===== src/hdl/mkd_pkg.sv =====
`timescale 1ns / 1ps
// Package for the Morse key decoder: event codes, register indexes, widths
// and the letter table with its lookup function. No dependencies.
package mkd_pkg;

   localparam int TICK_W    = 8;
   localparam int CODE_W    = 8;
   localparam int ELEM_W    = 4;
   localparam int LETTER_W  = 7;
   localparam int CSR_IDX_W = 2;
   localparam int LETTER_NUM = 26;

   localparam logic [ELEM_W-1:0] ELEM_MAX = 4'd8;
   localparam logic [TICK_W-1:0] TICK_SAT = 8'hFF;

   localparam logic [TICK_W-1:0] DOT_MIN_RESET  = 8'd2;
   localparam logic [TICK_W-1:0] DASH_MIN_RESET = 8'd5;
   localparam logic [TICK_W-1:0] GAP_RESET      = 8'd12;

   typedef enum logic [1:0] {
      EV_DOT     = 2'd0,
      EV_DASH    = 2'd1,
      EV_LETTER  = 2'd2,
      EV_UNKNOWN = 2'd3
   } event_type;

   typedef enum logic [CSR_IDX_W-1:0] {
      CSR_DOT_MIN  = 2'd0,
      CSR_DASH_MIN = 2'd1,
      CSR_GAP      = 2'd2,
      CSR_UNUSED   = 2'd3
   } csr_index_type;

   typedef struct packed {
      event_type             ev;
      logic [LETTER_W-1:0]   letter;
   } result_word_type;

   typedef struct packed {
      logic [LETTER_W-1:0] ch;
      logic [CODE_W-1:0]   pattern;
      logic [ELEM_W-1:0]   count;
   } letter_entry_type;

   // Pattern holds the first element in the most significant used bit; 1 is a dash.
   localparam letter_entry_type LETTER_TAB [LETTER_NUM] = '{
      '{7'h61, 8'h01, 4'd2}, '{7'h62, 8'h08, 4'd4}, '{7'h63, 8'h0A, 4'd4},
      '{7'h64, 8'h04, 4'd3}, '{7'h65, 8'h00, 4'd1}, '{7'h66, 8'h02, 4'd4},
      '{7'h67, 8'h06, 4'd3}, '{7'h68, 8'h00, 4'd4}, '{7'h69, 8'h00, 4'd2},
      '{7'h6A, 8'h07, 4'd4}, '{7'h6B, 8'h05, 4'd3}, '{7'h6C, 8'h04, 4'd4},
      '{7'h6D, 8'h03, 4'd2}, '{7'h6E, 8'h02, 4'd2}, '{7'h6F, 8'h07, 4'd3},
      '{7'h70, 8'h06, 4'd4}, '{7'h71, 8'h0D, 4'd4}, '{7'h72, 8'h02, 4'd3},
      '{7'h73, 8'h00, 4'd3}, '{7'h74, 8'h01, 4'd1}, '{7'h75, 8'h01, 4'd3},
      '{7'h76, 8'h01, 4'd4}, '{7'h77, 8'h03, 4'd3}, '{7'h78, 8'h09, 4'd4},
      '{7'h79, 8'h0B, 4'd4}, '{7'h7A, 8'h0C, 4'd4}
   };

   // Returns the letter for a code, or zero when no entry matches.
   function automatic logic [LETTER_W-1:0] lookup_letter(
      input logic [CODE_W-1:0] pattern,
      input logic [ELEM_W-1:0] count
   );
      logic [LETTER_W-1:0] ch;
      ch = '0;
      for (int i = 0; i < LETTER_NUM; i++) begin
         if (LETTER_TAB[i].count == count && LETTER_TAB[i].pattern == pattern) begin
            ch = LETTER_TAB[i].ch;
         end
      end
      return ch;
   endfunction

endpackage


===== src/hdl/mkd_core.sv =====
`timescale 1ns / 1ps
// Decoder core: timing registers, press and gap counters, code register and
// the per-tick classification. Depends on mkd_pkg.
module mkd_core (
   input  logic                           clock,
   input  logic                           reset,
   input  logic                           csr_we,
   input  logic [mkd_pkg::CSR_IDX_W-1:0]  csr_index,
   input  logic [mkd_pkg::TICK_W-1:0]     csr_wdata,
   input  logic                           tick_fire,
   input  logic                           key_down,
   output logic                           res_valid,
   output mkd_pkg::result_word_type       res_word
);
   import mkd_pkg::*;

   logic [TICK_W-1:0] dot_min_ff, dot_min_in;
   logic [TICK_W-1:0] dash_min_ff, dash_min_in;
   logic [TICK_W-1:0] gap_ticks_ff, gap_ticks_in;
   logic [TICK_W-1:0] held_ff, held_in;
   logic [TICK_W-1:0] gap_ff, gap_in;
   logic [CODE_W-1:0] code_ff, code_in;
   logic [ELEM_W-1:0] elem_ff, elem_in;
   logic              last_key_ff, last_key_in;

   logic              is_dash;
   logic [TICK_W-1:0] gap_next;
   logic [LETTER_W-1:0] found;

   always_comb begin
      dot_min_in  = dot_min_ff;
      dash_min_in = dash_min_ff;
      gap_ticks_in = gap_ticks_ff;
      if (csr_we) begin
         case (csr_index_type'(csr_index))
            CSR_DOT_MIN:  dot_min_in   = csr_wdata;
            CSR_DASH_MIN: dash_min_in  = csr_wdata;
            CSR_GAP:      gap_ticks_in = csr_wdata;
            default:      ;
         endcase
      end
   end

   assign is_dash  = (held_ff >= dash_min_ff);
   assign gap_next = (gap_ff != TICK_SAT) ? gap_ff + 8'd1 : gap_ff;
   assign found    = lookup_letter(code_ff, elem_ff);

   always_comb begin
      held_in     = held_ff;
      gap_in      = gap_ff;
      code_in     = code_ff;
      elem_in     = elem_ff;
      last_key_in = last_key_ff;
      res_valid   = 1'b0;
      res_word.ev     = EV_DOT;
      res_word.letter = '0;
      if (tick_fire) begin
         last_key_in = key_down;
         if (key_down) begin
            if (held_ff != TICK_SAT) begin
               held_in = held_ff + 8'd1;
            end
            gap_in = '0;
         end else if (last_key_ff) begin
            held_in = '0;
            gap_in  = '0;
            if (is_dash || held_ff >= dot_min_ff) begin
               code_in = {code_ff[CODE_W-2:0], is_dash};
               if (elem_ff < ELEM_MAX) begin
                  elem_in = elem_ff + 4'd1;
               end
               res_valid   = 1'b1;
               res_word.ev = is_dash ? EV_DASH : EV_DOT;
            end
         end else if (elem_ff != '0) begin
            gap_in = gap_next;
            if (gap_next >= gap_ticks_ff) begin
               res_valid = 1'b1;
               if (found != '0) begin
                  res_word.ev     = EV_LETTER;
                  res_word.letter = found;
               end else begin
                  res_word.ev = EV_UNKNOWN;
               end
               code_in = '0;
               elem_in = '0;
               gap_in  = '0;
            end
         end
      end
   end

   always_ff @(posedge clock) begin
      if (reset) begin
         dot_min_ff   <= DOT_MIN_RESET;
         dash_min_ff  <= DASH_MIN_RESET;
         gap_ticks_ff <= GAP_RESET;
         held_ff      <= '0;
         gap_ff       <= '0;
         code_ff      <= '0;
         elem_ff      <= '0;
         last_key_ff  <= 1'b0;
      end else begin
         dot_min_ff   <= dot_min_in;
         dash_min_ff  <= dash_min_in;
         gap_ticks_ff <= gap_ticks_in;
         held_ff      <= held_in;
         gap_ff       <= gap_in;
         code_ff      <= code_in;
         elem_ff      <= elem_in;
         last_key_ff  <= last_key_in;
      end
   end

endmodule


===== src/hdl/mkd_out_buf.sv =====
`timescale 1ns / 1ps
// Result register with a skid entry, so that the next tick is taken while a
// result word waits. Depends on mkd_pkg.
module mkd_out_buf (
   input  logic                     clock,
   input  logic                     reset,
   input  logic                     push,
   input  mkd_pkg::result_word_type push_word,
   output logic                     space,
   output logic                     out_valid,
   input  logic                     out_ready,
   output mkd_pkg::result_word_type out_word
);
   import mkd_pkg::*;

   logic            main_valid_ff, main_valid_in;
   logic            skid_valid_ff, skid_valid_in;
   result_word_type main_ff, main_in;
   result_word_type skid_ff, skid_in;
   logic            pop;

   assign pop       = main_valid_ff && out_ready;
   assign space     = !skid_valid_ff;
   assign out_valid = main_valid_ff;
   assign out_word  = main_ff;

   always_comb begin
      main_valid_in = main_valid_ff;
      skid_valid_in = skid_valid_ff;
      main_in       = main_ff;
      skid_in       = skid_ff;
      if (!main_valid_ff) begin
         main_valid_in = push;
         main_in       = push_word;
      end else if (pop) begin
         if (skid_valid_ff) begin
            main_in       = skid_ff;
            skid_valid_in = 1'b0;
         end else begin
            main_valid_in = push;
            main_in       = push_word;
         end
      end else if (push) begin
         skid_valid_in = 1'b1;
         skid_in       = push_word;
      end
   end

   always_ff @(posedge clock) begin
      if (reset) begin
         main_valid_ff <= 1'b0;
         skid_valid_ff <= 1'b0;
      end else begin
         main_valid_ff <= main_valid_in;
         skid_valid_ff <= skid_valid_in;
      end
      main_ff <= main_in;
      skid_ff <= skid_in;
   end

endmodule


===== src/hdl/morse_key_decoder.sv =====
`timescale 1ns / 1ps
//  Channel   Ports                                   Direction
//  req       req_valid, req_ready, req_key_down      in  (one key sample a word)
//  rsp       rsp_valid, rsp_ready, rsp_event_type,   out (dot, dash, letter, unknown)
//            rsp_letter
//  csr       csr_we, csr_index, csr_wdata            in  (timing registers)
// A sample is taken every cycle while req_valid and req_ready are high; its result word is registered.
// A result waits in the output register while a skid entry still takes a further sample,
// so req_ready falls only when both hold a word.
// Reset is synchronous and restores the timing registers to 2, 5 and 12 ticks.
// Top level of the Morse key decoder; depends on mkd_pkg, mkd_core, mkd_out_buf.
module morse_key_decoder (
   input  logic                          clock,
   input  logic                          reset,
   input  logic                          req_valid,
   output logic                          req_ready,
   input  logic                          req_key_down,
   output logic                          rsp_valid,
   input  logic                          rsp_ready,
   output logic [1:0]                    rsp_event_type,
   output logic [mkd_pkg::LETTER_W-1:0]  rsp_letter,
   input  logic                          csr_we,
   input  logic [mkd_pkg::CSR_IDX_W-1:0] csr_index,
   input  logic [mkd_pkg::TICK_W-1:0]    csr_wdata
);
   import mkd_pkg::*;

   logic            fire;
   logic            res_valid;
   logic            space;
   result_word_type res_word;
   result_word_type out_word;

   assign req_ready = space;
   assign fire      = req_valid && space;

   mkd_core u_core (
      .clock     (clock),
      .reset     (reset),
      .csr_we    (csr_we),
      .csr_index (csr_index),
      .csr_wdata (csr_wdata),
      .tick_fire (fire),
      .key_down  (req_key_down),
      .res_valid (res_valid),
      .res_word  (res_word)
   );

   mkd_out_buf u_out (
      .clock     (clock),
      .reset     (reset),
      .push      (res_valid),
      .push_word (res_word),
      .space     (space),
      .out_valid (rsp_valid),
      .out_ready (rsp_ready),
      .out_word  (out_word)
   );

   assign rsp_event_type = out_word.ev;
   assign rsp_letter     = out_word.letter;

endmodule


===== config.mk =====
export PLATFORM = sky130hd
export DESIGN_NAME = morse_key_decoder
export DESIGN_NICKNAME = d
export VERILOG_FILES = /design/src/hdl/mkd_pkg.sv /design/src/hdl/mkd_core.sv /design/src/hdl/mkd_out_buf.sv /design/src/hdl/morse_key_decoder.sv
export SDC_FILE = /design/constraint.sdc
export NUM_CORES = 1
export LEC_CHECK = 0
export BUFFER_PORTS_ARGS = -buffer_cell sky130_fd_sc_hd__buf_2
export CORE_ASPECT_RATIO = 1.4
export CORE_MARGIN = 10
export CORE_UTILIZATION = 55
export CTS_CLUSTER_DIAMETER = 150
export DETAILED_ROUTE_END_ITERATION = 6
export PLACE_DENSITY = 0.73
export SLEW_MARGIN = 5
export SYNTH_ARGS = -nofsm -noshare
export SYNTH_HDL_FRONTEND = slang
export SYNTH_SLANG_ARGS = --single-unit

===== constraint.sdc =====
create_clock -name clock -period 4.5 [get_ports clock]
set_input_delay 1.125 -clock clock [delete_from_list [all_inputs] [get_ports clock]]
set_output_delay 1.125 -clock clock [all_outputs]
set_load 0.01 [all_outputs]

==> metrics.md <==
| Metric | Value |
|---|---|
| Outcome | finished clean |
| Max Slew Vio Count | 0 |
| Synthesized instance count | 491 |
| Number of diodes | 0 |
| Mapped cell area | 4210 um2 |
| Resized cells post-CTS | 0 |
| Finished Core Util | between 60% and 70% |
| H-Tree Depth | 3 |
| HP Class | flip-flop to flip-flop |
| Relative slew slack | between 40% and 50% |
| Number of synthesized register bits | 71 |
| Die H | between 100 and 150 um |
| Yosys warnings | 0 |
| Total wire length | 9.91 mm |
| Syn_nets | 537 |
| Vias/cell | 6.02 |
| Design Power | about 0.0014 W |
| Global-route wire length before repair | 16.8 mm |
| Hold-fix buffers at CTS | 0 |
| Sequential area share after synthesis | ~38% |
| WP data arrival | 3830 ps |
| Leakage power | 1.89 nW |
| Largest area contributor in the netlist | dfxtp_1 |
| First-pass DRT Iterations | 5 |
| Critical path peak fanout | 11 |
| Multi-input logic area | 2390 um2 |
| Post-route setup TNS | 0 ps |
| Clk_lat worst skew | approximately 360 ps |
| Syn Area/Cell | about 8.6 um2 |
| Reg area | 1580 um2 |
| Post-route cell area | between 4000 and 5000 um2 |
| Critical path startpoint category | flip-flop |
| CTS sink cnt | approximately 70 |
| Main synth FF type | dfxtp_1 |
| Worst Setup End Kind | flip-flop |
| TritonCTS Buffers | 9 |
| Root buffer cell | clkbuf_8 |
| Share of async-settable or async-resettable flops after synthesis | 0% |
| # IOs | 27 |
| Least-Margin Pin Slew | 761 ps |
| Cell Pwr Density | 308 nW/um2 |
| Port-buffer cells | 26 |
| HPWL after DPL | 7.41 mm |
| RSZ-0062 raised after global routing | no |
| Slowest CP cell | a2111oi_0 |
| Setup violations, final | 0 |
| Post-route minimum period | approximately 3700 ps |
| CTS Buffer Depth | 2 |
| Crit share post-route | 82.4% |
| Max frequency | roughly 270 MHz |
| Core region area | 7410 um2 |
| Rows | 37 |
| Req. time, crit path | 4620 ps |
| Starting density of the core | 56.9% |
| Critical Path, Cell by Cell | ha_1, and3_1, nand3_1, nand3_1, xnor2_1, ha_1, a2111oi_0, nor2b_1, o21ai_1, nand2_1, nand2b_1, inv_1, a22o_1 |
| Post-synth EDFFs | 16 |
| Top cells by area, synth | dfxtp_1, edfxtp_1, ha_1 |
| Total GRT Usage | 17.7% |
| Final Non-Filler Cells | 611 |
| Iter 0 DRT Violations | roughly 290 |
| RePlAce Congestion | 0.929 |
| Initial antenna violation count | 0 |
| Crit path kind | flip-flop to flip-flop |
| Overflow after GRT | 0 |
| DP Area | 4400 um2 |
| Vias in the first global route | 3584 |
| Layout net count | 555 |
| Vias | 3678 |
| Drc violations | 0 |
| Max incr delay on CP | ~490 ps |
| Placed Instances | 595 |
| Setup Skew | 12.7 ps |
| Area fraction of the dominant cell type after synthesis | 26.1% |
| DR WL/cell | 16.2 um |
| Final Hold Violating Endpoints | 0 |
| Die Footprint | ~12000 um2 |
| Area delta synth->final | 10.3% |
| Peak supply drop | 300 uV |
| Clock transition at path regs | ~90 ps |
| Pin count of the biggest net entering global routing | 42 |
| Layout filler cell count | ~650 |
| Layout cells sized above 1 | 12.6% |
| Die Wd | approximately 94 um |
| DRT antenna net count | 0 |
| CTS tree | done |
| Max-cap viol count | 0 |
| Post-synthesis cell type count | 71 |
| Total setup buffers inserted after CTS | 0 |
-- final cells by class --
class / instances / area share (%)
clock buffer: 9 / 2.66
clock inverter: 7 / 2.75
inverter: 38 / 3.07
multi-input combinational: 359 / 51.4
sequential: 71 / 34.0
tap: 97 / 2.61
timing repair buffer: 30 / 3.45
-- cell usage in the layout, fill, tap and decap left out, types with 4 or more instances in the layout --
cell and count:
a211oi_1 4, a21oi_1 31, a31oi_1 10, a32oi_1 7
and3_1 8, buf_2 26, buf_4 4, clkbuf_8 9
dfxtp_1 55, edfxtp_1 16, ha_1 30, inv_1 37
mux2i_1 15, nand2_1 34, nand2b_1 8, nand3_1 27
nand4_1 6, nor2_1 54, nor2b_1 8, nor3_1 9
o211ai_1 5, o21a_1 5, o21ai_0 9, o21ai_1 7
o31ai_1 10, or3_1 5, xor2_1 5
-- synthesized netlist by cell type (2+ instances only) --
cell,count
a2111oi_0,3
a211oi_1,4
a21o_1,3
a21oi_1,31
a22oi_1,2
a311oi_1,2
a31oi_1,10
a32oi_1,7
and2_1,2
and3_1,8
buf_2,7
clkbuf_1,15
dfxtp_1,55
edfxtp_1,16
ha_1,30
inv_1,37
mux2i_1,15
nand2_1,34
nand2b_1,8
nand3_1,27
nand3b_1,3
nand4_1,6
nand4b_1,2
nor2_1,54
nor2_2,3
nor2b_1,8
nor3_1,9
o211ai_1,5
o21a_1,5
o21ai_0,9
o21ai_1,7
o21ai_2,2
o22ai_1,3
o31a_1,2
o31ai_1,10
or3_1,5
or4_1,2
or4_4,2
xnor2_1,2
xor2_1,5
-- critical path: cells and delay by family, from the launching register on --
| family | cells | cell delay [ps] |
|---|---|---|
| AOI/OAI and AO/OA | 3 | 840 |
| xor gates and xnor gates | 1 | 160 |
| adders and majority gates | 2 | 510 |
| buffers and inverters | 1 | 130 |
| DFF | 1 | 440 |
| and+or+nand+nor | 6 | 1400 |
-- stage by stage --
stage | worst slack (ps) | hold slack, ps
after global routing | 554 | 533
after floorplan | 1240 | 449
after CTS | 875 | 506
final | 791 | 505
after detailed placement | 902 | 484
after global placement | 1040 | 468
-- flip-flops by register name, indices dropped and copies added (netlist names) --
| signal | flops |
|---|---|
| u_out.skid_valid_ff | 1 |
| u_core.gap_ff | 8 |
| u_core.code_ff | 8 |
| u_core.held_ff | 8 |
| u_core.elem_ff | 4 |
| u_out.out_valid | 1 |
| u_core.dot_min_ff | 8 |
| u_core.last_key_ff | 1 |
| u_core.gap_ticks_ff | 8 |
| u_out.skid_ff | 8 |
| u_out.out_word | 8 |
| u_core.dash_min_ff | 8 |
-- cell families after synthesis --
group                      share of synthesized area [%]
and+or+nand+nor                                     22.4
AOI/OAI and AO/OA                                   20.1
DFF                                                 37.5
buffers and inverters                               5.73
adders and majority gates                           8.91
muxes                                               3.83
xor gates and xnor gates                            1.45
-- metal layers --
layer | share of wire, % | track usage [%] | up-vias
met3 | 4.0 | 3.91 | 28
met2 | 51 | 30.8 | 99
met4 | 3.4 | 8.76 | 0
li1 | - | - | 1830
met5 | 0 | 0 | -
met1 | 41 | 19.9 | 1721
-- path summary, 6_finish.rpt --
kind / from / endpoint / slack, ps / depth (start not counted)
max: u_core.gap_ff[0] / u_out.out_word[5] / 790 / 13
min: u_core.dash_min_ff[1] / u_core.dash_min_ff[1] / 510 / 2
max reg2reg: u_core.gap_ff[0] / u_out.out_word[5] / 790 / 13
min reg2reg: u_core.dash_min_ff[1] / u_core.dash_min_ff[1] / 510 / 2
-- where the power goes --
part | internal, W | leakage [nW] | switching [W]
clock | 0.000376 | 0.126 | 0.000261
combinational | 0.0000468 | 1.15 | 0.0000797
sequential | 0.000659 | 0.618 | 0.00000947
No activity file was read; power rests on OpenSTA's default activity.
